--- config.mk ---
export PLATFORM = sky130hd
export DESIGN_NAME = virtqueue_descriptor_manager
export DESIGN_NICKNAME = d
export VERILOG_FILES = /design/src/design/vqdm_pkg.sv /design/src/design/vqdm_datapath.sv /design/src/design/vqdm_control.sv /design/src/design/virtqueue_descriptor_manager.sv
export SDC_FILE = /design/constraint.sdc
export NUM_CORES = 1
export LEC_CHECK = 0
export BUFFER_PORTS_ARGS = -buffer_cell sky130_fd_sc_hd__buf_2
export CORE_MARGIN = 2
export CORE_UTILIZATION = 40
export CTS_CLUSTER_DIAMETER = 100
export DETAILED_ROUTE_END_ITERATION = 10
export GPL_ROUTABILITY_DRIVEN = 0
export PLACE_DENSITY_LB_ADDON = 0.25
export SLEW_MARGIN = 10
export SYNTH_ARGS = -nofsm -noshare
export SYNTH_HDL_FRONTEND = slang
export SYNTH_SLANG_ARGS = --single-unit
--- constraint.sdc ---
create_clock -name clock -period 12.5 [get_ports clock]
set_input_delay 2.5 -clock clock [delete_from_list [all_inputs] [get_ports clock]]
set_output_delay 2.5 -clock clock [all_outputs]
set_load 0.01 [all_outputs]
--- src/design/vqdm_pkg.sv ---
// vqdm_pkg: shared types, constants and status codes for the virtqueue descriptor manager
// no dependencies

package vqdm_pkg;

   localparam int unsigned DefaultMaxQueue = 32;

   typedef enum logic [1:0] {
      STATUS_ACCEPTED = 2'd0,
      STATUS_NO_ROOM  = 2'd1,
      STATUS_DROPPED  = 2'd2,
      STATUS_RETIRED  = 2'd3
   } status_type;

   typedef enum logic [1:0] {
      MODE_IDLE   = 2'd0,
      MODE_ACTIVE = 2'd1,
      MODE_REJECT = 2'd2
   } chain_mode_type;

   typedef enum logic {
      OP_ADD    = 1'b0,
      OP_RETIRE = 1'b1
   } operation_type;

   typedef struct packed {
      logic        operation;
      logic        first_element;
      logic        last_element;
      logic [5:0]  chain_count;
      logic [63:0] buffer_address;
      logic [31:0] buffer_length;
      logic        device_writes;
      logic [4:0]  used_head;
      logic [31:0] used_length;
   } req_type;

   typedef struct packed {
      logic [1:0]  status;
      logic [4:0]  descriptor_index;
      logic [4:0]  chain_start;
      logic        avail_published;
      logic [4:0]  avail_slot;
      logic [15:0] avail_index;
      logic [5:0]  freed_count;
      logic [31:0] completed_length;
      logic [4:0]  used_slot;
      logic [5:0]  free_total;
   } rsp_type;

   // controller to datapath
   typedef struct packed {
      logic rebuild;   // sweep the link table
      logic capture;   // latch the request
      logic decide;    // evaluate the request and update scalars
      logic walk;      // one chain step
      logic finish;    // close the retire and build the response
      logic publish;   // load the output register
   } cmd_type;

   // datapath to controller
   typedef struct packed {
      logic rebuild_done;
      logic is_walk;
      logic walk_done;
   } sts_type;

endpackage

--- src/design/vqdm_datapath.sv ---
// vqdm_datapath: descriptor tables, free list, ring counters and chain walker
// depends on vqdm_pkg

module vqdm_datapath
   import vqdm_pkg::*;
#(
   parameter int unsigned MAX_QUEUE = DefaultMaxQueue
) (
   input  logic    clock,
   input  logic    reset,
   input  logic    csr_write,
   input  logic [5:0] csr_data,
   input  req_type req_data,
   input  cmd_type cmd,
   output sts_type sts,
   output rsp_type rsp_result
);

   localparam int unsigned IW = $clog2(MAX_QUEUE);
   localparam int unsigned SW = $clog2(MAX_QUEUE + 1);

   logic [SW-1:0] link_mem [MAX_QUEUE];
   logic          chained_mem [MAX_QUEUE];
   logic [63:0]   addr_mem [MAX_QUEUE];
   logic [31:0]   len_mem [MAX_QUEUE];
   logic          dev_mem [MAX_QUEUE];
   logic [4:0]    ring_mem [MAX_QUEUE];

   logic [SW-1:0] qsize_ff, qsize_in;
   logic [SW-1:0] free_first_ff, free_first_in;
   logic [SW-1:0] free_left_ff, free_left_in;
   logic [15:0]   avail_ff, avail_in;
   logic [15:0]   used_ff, used_in;
   logic [IW-1:0] prev_ff, prev_in;
   logic [IW-1:0] head_ff, head_in;
   chain_mode_type mode_ff, mode_in;
   logic [SW-1:0] sweep_ff, sweep_in;
   req_type       req_ff;
   logic [IW-1:0] walk_idx_ff, walk_idx_in;
   logic [SW-1:0] walk_cnt_ff, walk_cnt_in;
   rsp_type       rsp_ff, rsp_in;
   rsp_type       out_ff;

   logic [6:0]    clamp_v;
   logic [SW-1:0] clamp_q;
   logic [SW-1:0] slot_calc;
   logic [SW-1:0] uslot_calc;
   logic [SW:0]   sum_calc;
   logic [SW-1:0] next_link;
   logic [IW-1:0] d_idx;
   logic          alloc_ok;
   logic          link_we;
   logic [IW-1:0] link_wa;
   logic [SW-1:0] link_wd;
   logic          chn_we;
   logic [IW-1:0] chn_wa;
   logic          chn_wd;
   logic          desc_we;
   logic          ring_we;
   logic          walk_more;
   logic          rebuilding;
   logic          walk_start;

   always_comb begin
      clamp_v = {1'b0, csr_data};
      if (clamp_v == 7'd0) begin
         clamp_q = SW'(1);
      end else if (32'(clamp_v) > MAX_QUEUE) begin
         clamp_q = SW'(MAX_QUEUE);
      end else begin
         clamp_q = SW'(clamp_v);
      end
   end

   // modulo by queue size: counter low bits are reduced by repeated subtract is too
   // deep, so the slot is tracked via a compare against the queue size and the counter wrap
   logic [SW-1:0] aslot_ff, aslot_in;
   logic [SW-1:0] uslot_ff, uslot_in;
   assign slot_calc  = aslot_ff;
   assign uslot_calc = uslot_ff;

   assign d_idx = free_first_ff[IW-1:0];
   assign next_link = link_mem[walk_idx_ff];
   assign sum_calc  = {1'b0, free_left_ff} + {1'b0, walk_cnt_ff};
   assign walk_more = chained_mem[walk_idx_ff] && (walk_cnt_ff < qsize_ff)
                      && (next_link < qsize_ff);
   assign rebuilding = (sweep_ff != SW'(MAX_QUEUE));
   assign walk_start = req_ff.operation == OP_RETIRE
                       && {1'b0, req_ff.used_head} < 6'(qsize_ff);

   assign sts.rebuild_done = !rebuilding;
   assign sts.is_walk      = walk_start;
   assign sts.walk_done    = !walk_more;

   always_comb begin
      qsize_in      = qsize_ff;
      free_first_in = free_first_ff;
      free_left_in  = free_left_ff;
      avail_in      = avail_ff;
      used_in       = used_ff;
      aslot_in      = aslot_ff;
      uslot_in      = uslot_ff;
      prev_in       = prev_ff;
      head_in       = head_ff;
      mode_in       = mode_ff;
      sweep_in      = sweep_ff;
      walk_idx_in   = walk_idx_ff;
      walk_cnt_in   = walk_cnt_ff;
      rsp_in        = rsp_ff;
      link_we = 1'b0; link_wa = '0; link_wd = '0;
      chn_we  = 1'b0; chn_wa  = '0; chn_wd  = 1'b0;
      desc_we = 1'b0; ring_we = 1'b0;
      alloc_ok = 1'b0;

      if (rebuilding) begin
         link_we  = 1'b1;
         link_wa  = sweep_ff[IW-1:0];
         link_wd  = sweep_ff + SW'(1);
         sweep_in = sweep_ff + SW'(1);
      end

      if (cmd.decide) begin
         rsp_in = '0;
         rsp_in.chain_start = 5'(head_ff);
         if (req_ff.operation == OP_RETIRE) begin
            rsp_in.chain_start = req_ff.used_head;
            if (!walk_start) begin
               rsp_in.status = STATUS_DROPPED;
            end
            walk_idx_in = IW'(req_ff.used_head);
            walk_cnt_in = SW'(1);
         end else begin
            priority if (req_ff.first_element
                         && 32'(free_left_ff) < 32'(req_ff.chain_count)) begin
               rsp_in.status = STATUS_NO_ROOM;
               mode_in = req_ff.last_element ? MODE_IDLE : MODE_REJECT;
            end else if (!req_ff.first_element && mode_ff != MODE_ACTIVE) begin
               rsp_in.status = STATUS_DROPPED;
               if (mode_ff == MODE_REJECT && req_ff.last_element) begin
                  mode_in = MODE_IDLE;
               end
            end else if (free_first_ff >= qsize_ff || free_left_ff == '0) begin
               rsp_in.status = STATUS_DROPPED;
               mode_in = req_ff.last_element ? MODE_IDLE : MODE_REJECT;
            end else begin
               alloc_ok = 1'b1;
            end
            if (alloc_ok) begin
               mode_in       = MODE_ACTIVE;
               free_first_in = link_mem[d_idx];
               link_we = 1'b1; link_wa = d_idx; link_wd = qsize_ff;
               free_left_in  = free_left_ff - SW'(1);
               desc_we = 1'b1;
               chn_we = 1'b1; chn_wa = d_idx; chn_wd = 1'b0;
               if (req_ff.first_element) begin
                  head_in = d_idx;
               end
               prev_in = d_idx;
               rsp_in.status = STATUS_ACCEPTED;
               rsp_in.descriptor_index = 5'(d_idx);
               rsp_in.chain_start = req_ff.first_element ? 5'(d_idx) : 5'(head_ff);
               if (req_ff.last_element) begin
                  ring_we = 1'b1;
                  rsp_in.avail_published = 1'b1;
                  rsp_in.avail_slot = 5'(slot_calc);
                  avail_in = avail_ff + 16'd1;
                  aslot_in = (avail_ff == 16'hFFFF || aslot_ff + SW'(1) == qsize_ff)
                             ? '0 : aslot_ff + SW'(1);
                  mode_in = MODE_IDLE;
               end
            end
         end
         rsp_in.avail_index = avail_in;
         rsp_in.free_total  = 6'(free_left_in);
      end

      if (cmd.walk && walk_more) begin
         walk_idx_in = next_link[IW-1:0];
         walk_cnt_in = walk_cnt_ff + SW'(1);
      end

      if (cmd.finish) begin
         link_we = 1'b1; link_wa = walk_idx_ff; link_wd = free_first_ff;
         free_first_in = SW'(req_ff.used_head);
         free_left_in  = (sum_calc > {1'b0, qsize_ff}) ? qsize_ff : sum_calc[SW-1:0];
         rsp_in.status = STATUS_RETIRED;
         rsp_in.freed_count = 6'(walk_cnt_ff);
         rsp_in.completed_length = req_ff.used_length;
         rsp_in.used_slot = 5'(uslot_calc);
         rsp_in.free_total = 6'(free_left_in);
         used_in  = used_ff + 16'd1;
         uslot_in = (used_ff == 16'hFFFF || uslot_ff + SW'(1) == qsize_ff)
                    ? '0 : uslot_ff + SW'(1);
      end

      if (csr_write) begin
         qsize_in = clamp_q;
         free_first_in = '0;
         free_left_in  = clamp_q;
         avail_in = '0; used_in = '0; aslot_in = '0; uslot_in = '0;
         prev_in = '0; head_in = '0; mode_in = MODE_IDLE;
         sweep_in = '0;
      end
   end

   always_ff @(posedge clock) begin
      if (reset) begin
         qsize_ff      <= SW'(MAX_QUEUE < 32 ? MAX_QUEUE : 32);
         free_first_ff <= '0;
         free_left_ff  <= SW'(MAX_QUEUE < 32 ? MAX_QUEUE : 32);
         avail_ff <= '0; used_ff <= '0; aslot_ff <= '0; uslot_ff <= '0;
         prev_ff <= '0; head_ff <= '0; mode_ff <= MODE_IDLE;
         sweep_ff <= '0;
      end else begin
         qsize_ff <= qsize_in; free_first_ff <= free_first_in;
         free_left_ff <= free_left_in; avail_ff <= avail_in; used_ff <= used_in;
         aslot_ff <= aslot_in; uslot_ff <= uslot_in;
         prev_ff <= prev_in; head_ff <= head_in; mode_ff <= mode_in;
         sweep_ff <= sweep_in;
      end
      walk_idx_ff <= walk_idx_in;
      walk_cnt_ff <= walk_cnt_in;
      rsp_ff <= rsp_in;
      if (cmd.publish) begin
         out_ff <= rsp_ff;
      end
      if (cmd.capture) begin
         req_ff <= req_data;
      end
   end

   // table writes
   always_ff @(posedge clock) begin
      if (link_we) begin
         link_mem[link_wa] <= link_wd;
      end
      if (chn_we) begin
         chained_mem[chn_wa] <= chn_wd;
      end
      if (alloc_ok && !req_ff.first_element) begin
         link_mem[prev_ff] <= SW'(d_idx);
         chained_mem[prev_ff] <= 1'b1;
      end
      if (desc_we) begin
         addr_mem[d_idx] <= req_ff.buffer_address;
         len_mem[d_idx]  <= req_ff.buffer_length;
         dev_mem[d_idx]  <= req_ff.device_writes;
      end
      if (ring_we) begin
         ring_mem[slot_calc[IW-1:0]] <= 5'(head_in);
      end
   end

   assign rsp_result = out_ff;

`ifndef NO_ASSERTIONS
   a_free_bound: assert property (@(posedge clock) disable iff (reset)
      free_left_ff <= qsize_ff) else $error("free count above queue size");
   a_slot_bound: assert property (@(posedge clock) disable iff (reset)
      aslot_ff < qsize_ff && uslot_ff < qsize_ff) else $error("ring slot out of range");
   a_walk_bound: assert property (@(posedge clock) disable iff (reset)
      cmd.walk |-> walk_cnt_ff <= qsize_ff) else $error("walk overran queue");
`endif

endmodule

--- src/design/vqdm_control.sv ---
// vqdm_control: sequencing of capture, decision, chain walk and response hand-off
// depends on vqdm_pkg

module vqdm_control
   import vqdm_pkg::*;
(
   input  logic    clock,
   input  logic    reset,
   input  logic    csr_write,
   input  logic    req_valid,
   output logic    req_stall,
   output logic    rsp_valid,
   input  logic    rsp_stall,
   input  sts_type sts,
   output cmd_type cmd
);

   typedef enum logic [2:0] {
      ST_IDLE, ST_DECIDE, ST_WALK, ST_FINISH, ST_RESPOND
   } state_type;

   state_type state_ff, state_in;
   logic      valid_ff, valid_in;

   assign req_stall = !(state_ff == ST_IDLE && sts.rebuild_done && !csr_write);
   assign rsp_valid = valid_ff;

   always_comb begin
      state_in = state_ff;
      valid_in = valid_ff;
      cmd = '0;
      cmd.rebuild = !sts.rebuild_done;
      if (valid_ff && !rsp_stall) begin
         valid_in = 1'b0;
      end
      unique case (state_ff)
         ST_IDLE: begin
            if (req_valid && !req_stall) begin
               cmd.capture = 1'b1;
               state_in = ST_DECIDE;
            end
         end
         ST_DECIDE: begin
            cmd.decide = 1'b1;
            state_in = sts.is_walk ? ST_WALK : ST_RESPOND;
         end
         ST_WALK: begin
            cmd.walk = 1'b1;
            if (sts.walk_done) begin
               state_in = ST_FINISH;
            end
         end
         ST_FINISH: begin
            cmd.finish = 1'b1;
            state_in = ST_RESPOND;
         end
         ST_RESPOND: begin
            if (!valid_ff || !rsp_stall) begin
               cmd.publish = 1'b1;
               valid_in = 1'b1;
               state_in = ST_IDLE;
            end
         end
         default: state_in = ST_IDLE;
      endcase
   end

   always_ff @(posedge clock) begin
      if (reset) begin
         state_ff <= ST_IDLE;
         valid_ff <= 1'b0;
      end else begin
         state_ff <= state_in;
         valid_ff <= valid_in;
      end
   end

`ifndef NO_ASSERTIONS
   a_one_cmd: assert property (@(posedge clock) disable iff (reset)
      $onehot0({cmd.capture, cmd.decide, cmd.walk, cmd.finish}))
      else $error("overlapping commands");
   a_decide_follows: assert property (@(posedge clock) disable iff (reset)
      cmd.capture |=> cmd.decide) else $error("capture not followed by decide");
   a_finish_after_walk: assert property (@(posedge clock) disable iff (reset)
      cmd.finish |-> $past(cmd.walk)) else $error("finish without walk");
`endif

endmodule

--- src/design/virtqueue_descriptor_manager.sv ---
// virtqueue_descriptor_manager: top level, one split virtqueue
// depends on vqdm_pkg, vqdm_control, vqdm_datapath
//
//   channel | valid     | stall     | payload
//   request | req_valid | req_stall | req_data (req_type)
//   result  | rsp_valid | rsp_stall | rsp_data (rsp_type)
//   config  | csr_write | -         | csr_data
//
// add request and dropped retire: capture, decide and respond; retire: capture, decide,
// a walk of the link table one step a cycle, then finish and respond
// reset and csr writes sweep all MAX_QUEUE entries of the link table, requests stalled
// the output register holds while rsp_stall is high; the next request is taken and
// waits for its response slot

module virtqueue_descriptor_manager
   import vqdm_pkg::*;
#(
   parameter int unsigned MAX_QUEUE = DefaultMaxQueue
) (
   input  logic       clock,
   input  logic       reset,
   input  logic       csr_write,
   input  logic [5:0] csr_data,
   input  logic       req_valid,
   output logic       req_stall,
   input  req_type    req_data,
   output logic       rsp_valid,
   input  logic       rsp_stall,
   output rsp_type    rsp_data
);

   cmd_type cmd;
   sts_type sts;

   vqdm_control u_control (
      .clock, .reset, .csr_write, .req_valid, .req_stall,
      .rsp_valid, .rsp_stall, .sts, .cmd
   );

   vqdm_datapath #(.MAX_QUEUE(MAX_QUEUE)) u_datapath (
      .clock, .reset, .csr_write, .csr_data, .req_data, .cmd, .sts,
      .rsp_result(rsp_data)
   );

endmodule
==> flow_metrics.tcl <==
set metrics [dict create \
    maxSlewHeadroom 0.251 \
    post_cts_resized 0 \
    comb_power_share 0.026 \
    drt-met1-wl_mm 30.6 \
    cts_tree "done" \
    power_frac_seq 0.513 \
    cp_data_arrival_time_ns 3.55 \
    grt_max_degree 98 \
    viasPerCell 6.06 \
    endpoint_kind "primary output" \
    hold_class "reg2reg" \
    antenna_found_initial 4 \
    setup_tns_ns 0 \
    status "finished, final reports clean" \
    hpwlAfterDp_mm 53.1 \
    top_layer_used "met5" \
    period_minus_slack_ns 6.05 \
    rsz0062_at_grt "no" \
    cts_root_buffer "clkbuf_16" \
    synthArstFlopShare 0 \
    finalPower_w 0.00374 \
    globalRouteTotalUtil 0.230 \
    worst_ir_drop_vdd_v 0.0000956 \
    ys_seq_elements 541 \
    critPathLaunch "csr_write" \
    wl_met2_mm 36.7 \
    pwr-share-clk 0.461 \
    wl_met3_mm 7.80 \
    final_antenna_net_count 0 \
    drt_iter0_drc 2388 \
    clk_latency_ns 0.63 \
    cp-endpoint "req_stall" \
    fmax_mhz 165 \
    p_sw_w 0.000790 \
    skew_ns 0.0180 \
    rrSetupSlack_ns 7.26 \
    drt-wirelength-per-cell_um 25.3 \
    synth-edff-count 381 \
    fin_area_mm2 0.0299 \
    ys_types 81 \
    cts.sink_count 541 \
    reg2reg_depth 13 \
    grt_pass1_wl_mm 117 \
    htree_num_levels 2 \
    ys_seq_area_frac 0.555 \
    core_mm2 0.0655 \
    rows 94 \
    synth.avg_cell_area_um2 12.6 \
    worstSetupPathType "in2out" \
    fin_nets 2398 \
    fp.dieW_um 261 \
    grt-ovfl-total 0 \
    io_buffers 141 \
    syn_area_mm2 0.0264 \
    fp.dieH_um 261 \
    ys.flop_type "edfxtp_1" \
    fin_crit_sh 0.484 \
    synth.net_count 2292 \
    drv_cap 0 \
    numCtsBuffers 57 \
    drcViolationCount 0 \
    finalHoldViolations 0 \
    drt-total-wl_mm 78.6 \
    p_sw_frac 0.211 \
    firstDrtPassIters 6 \
    first_global_vias 18600 \
    intPower_w 0.00295 \
    clk_pin_slew_ns 0.06 \
    drive_gt1_frac 0.220 \
    boundaryPins 239 \
    start_util 0.403 \
    cellPowerDensity_mw_per_mm2 125 \
    cts_setup_buffers 0 \
    yosys_warnings 0 \
    cts-hold-fix-buffers 0 \
    placed_area_mm2 0.0280 \
    setup-violations-final 0 \
    dieArea_mm2 0.0680 \
    critPathRequiredTime_ns 10.00 \
    leakage_nw 10.3 \
    syn_inst 2091 \
    tightestPinTransition_ns 1.12 \
    crit_path_start_kind "primary input" \
    vias 18800 \
    cp_max_fo 15 \
    syn2layout_area_growth_pct 13.4 \
    rr_endpoint "u_datapath.walk_idx_ff[1]$_DFFE_PN_" \
    slew_viol_final 0 \
    clockBufferDepth 3 \
]
[power groups by stage]
stage / combinational, W / sequential [W] / clock (W)
after global routing: 0.000108 / 0.00192 / 0.00182
after global placement: 0.0000955 / 0.00195 / 0
after CTS: 0.0000980 / 0.00192 / 0.00175
final: 0.0000989 / 0.00192 / 0.00172
after detailed placement: 0.0000974 / 0.00195 / 0
after floorplan: 0.0000629 / 0.00195 / 0
[worst max-delay path: stages]
cell,delay [ns]
buf_2,0.20
nor4_1,0.59
nand2_1,0.10
buf_2,0.16
[cell families after synthesis]
group,after synthesis,synth area share
AOI/OAI and AO/OA,434,0.116
xor gates and xnor gates,74,0.0251
adders and majority gates,47,0.0226
buffers and inverters,175,0.0267
DFF,541,0.555
muxes,190,0.135
and+or+nand+nor,630,0.119
[per-layer routing]
| metal | global-route usage | vias to the layer above |
|---|---|---|
| li1 | - | 8272 |
| met1 | 0.298 | 9373 |
| met2 | 0.373 | 977 |
| met3 | 0.0526 | 225 |
| met4 | 0.0949 | 2 |
| met5 | 0 | - |
[cells in the final DEF, fill, tap and decap left out, types with 7 or more instances in the layout]
| cell type | synthesis | final |
|---|---|---|
| mux2i_1 | 36 | 36 |
| o211ai_1 | 7 | 7 |
| a211oi_1 | 7 | 7 |
| a21o_1 | 12 | 12 |
| clkinv_1 | 0 | 11 |
| o21ai_0 | 137 | 137 |
| dfxtp_1 | 160 | 152 |
| mux2_2 | 22 | 22 |
| o2111ai_2 | 8 | 8 |
| edfxtp_1 | 381 | 381 |
| nand3_1 | 70 | 70 |
| xnor2_1 | 45 | 45 |
| and2_1 | 12 | 12 |
| mux4_2 | 130 | 130 |
| buf_4 | 3 | 46 |
| nor2b_1 | 13 | 13 |
| xor2_1 | 28 | 28 |
| a22o_1 | 127 | 127 |
| nand2_1 | 198 | 198 |
| clkbuf_1 | 97 | 9 |
| buf_2 | 22 | 141 |
| o22ai_1 | 8 | 8 |
| a21oi_1 | 69 | 68 |
| ha_1 | 46 | 46 |
| nand4_1 | 20 | 20 |
| clkinv_2 | 1 | 12 |
| nor3_2 | 12 | 12 |
| or2_2 | 12 | 12 |
| inv_1 | 34 | 34 |
| nor4_1 | 15 | 15 |
| clkbuf_16 | 0 | 60 |
| nand2b_1 | 12 | 12 |
| nor2_1 | 139 | 139 |
| or3_1 | 14 | 14 |
| nor3_1 | 21 | 21 |
| and3_1 | 57 | 56 |
[state kept, by name, indices dropped and copies added, names as in the netlist, 16 cells and up, named ones only]
register                cells
u_datapath.rsp_result      83
u_datapath.req_ff          46
u_datapath.avail_ff        16
u_datapath.rsp_ff          83
u_datapath.chained_mem     32
u_datapath.used_ff         16
u_datapath.link_mem       192
[per-stage QoR]
step	utilization	std cells	setup WS, ns	hold WS, ns
2_1_floorplan	-	2091	5.52	0.400
3_3_place_gp	0.428	3002	6.45	0.401
3_5_place_dp	0.428	3002	6.49	0.405
4_1_cts	0.457	3109	6.49	0.418
5_1_grt	0.457	3109	6.39	0.424
6_report	0.457	3110	6.45	0.414
[how the worst min path moves through the flow]
| stage | startpoint | cells after the start | endpoint | slack, ns |
|---|---|---|---|---|
| after CTS | u_datapath.rsp_ff[56]$_DFFE_PN_ | 0 | u_datapath.rsp_result[56]$_DFFE_PP_ | 0.42 |
| after global routing | u_datapath.rsp_ff[34]$_SDFFCE_PN0N_ | 0 | u_datapath.rsp_result[34]$_DFFE_PP_ | 0.42 |
| after detailed placement | u_datapath.rsp_ff[27]$_SDFFCE_PN0N_ | 0 | u_datapath.rsp_result[27]$_DFFE_PP_ | 0.40 |
| after global placement | u_datapath.rsp_ff[18]$_SDFFCE_PN0N_ | 0 | u_datapath.rsp_result[18]$_DFFE_PP_ | 0.40 |
| final | u_datapath.rsp_ff[38]$_SDFFCE_PN0N_ | 0 | u_datapath.rsp_result[38]$_DFFE_PP_ | 0.41 |
| after floorplan | u_datapath.rsp_ff[0]$_DFFE_PN_ | 0 | u_datapath.rsp_result[0]$_DFFE_PP_ | 0.40 |
[Yosys cell counts, types with 8 or more instances]
library cell	instances	area share
nand3_1	70	0.013
and3_1	57	0.014
nand4_1	20	0.0047
buf_2	22	0.0042
o21ai_0	137	0.026
mux2i_1	36	0.014
a22o_1	127	0.042
and2_1	12	0.0028
nand2b_1	12	0.0028
edfxtp_1	381	0.43
inv_1	34	0.0048
buf_1	17	0.0024
xor2_1	28	0.0093
o22ai_1	8	0.0019
dfxtp_1	160	0.12
clkbuf_1	97	0.014
mux2_2	22	0.0094
nor3_2	12	0.0046
or2_2	12	0.0028
o2111ai_2	8	0.0046
ha_1	46	0.022
xnor2_1	45	0.015
nor2b_1	13	0.0031
nor2_1	139	0.020
nand2_1	198	0.028
or3_1	14	0.0033
mux4_2	130	0.11
nor3_1	21	0.0040
a21oi_1	69	0.013
nor4_1	15	0.0036
a21o_1	12	0.0034
[final cells by class]
cell class              instances  area, µm²
fillers                      5830      35600
clock buffers                  70       1550
flip-flops and latches        541      14700
diodes                          1       2.50
clock inverters                37        349
multi-input cells            1375      11100
repair buffers                187       1050
inverters                      35        133
well taps                     864       1080
Note: power is estimated with default switching activity, not from simulation.
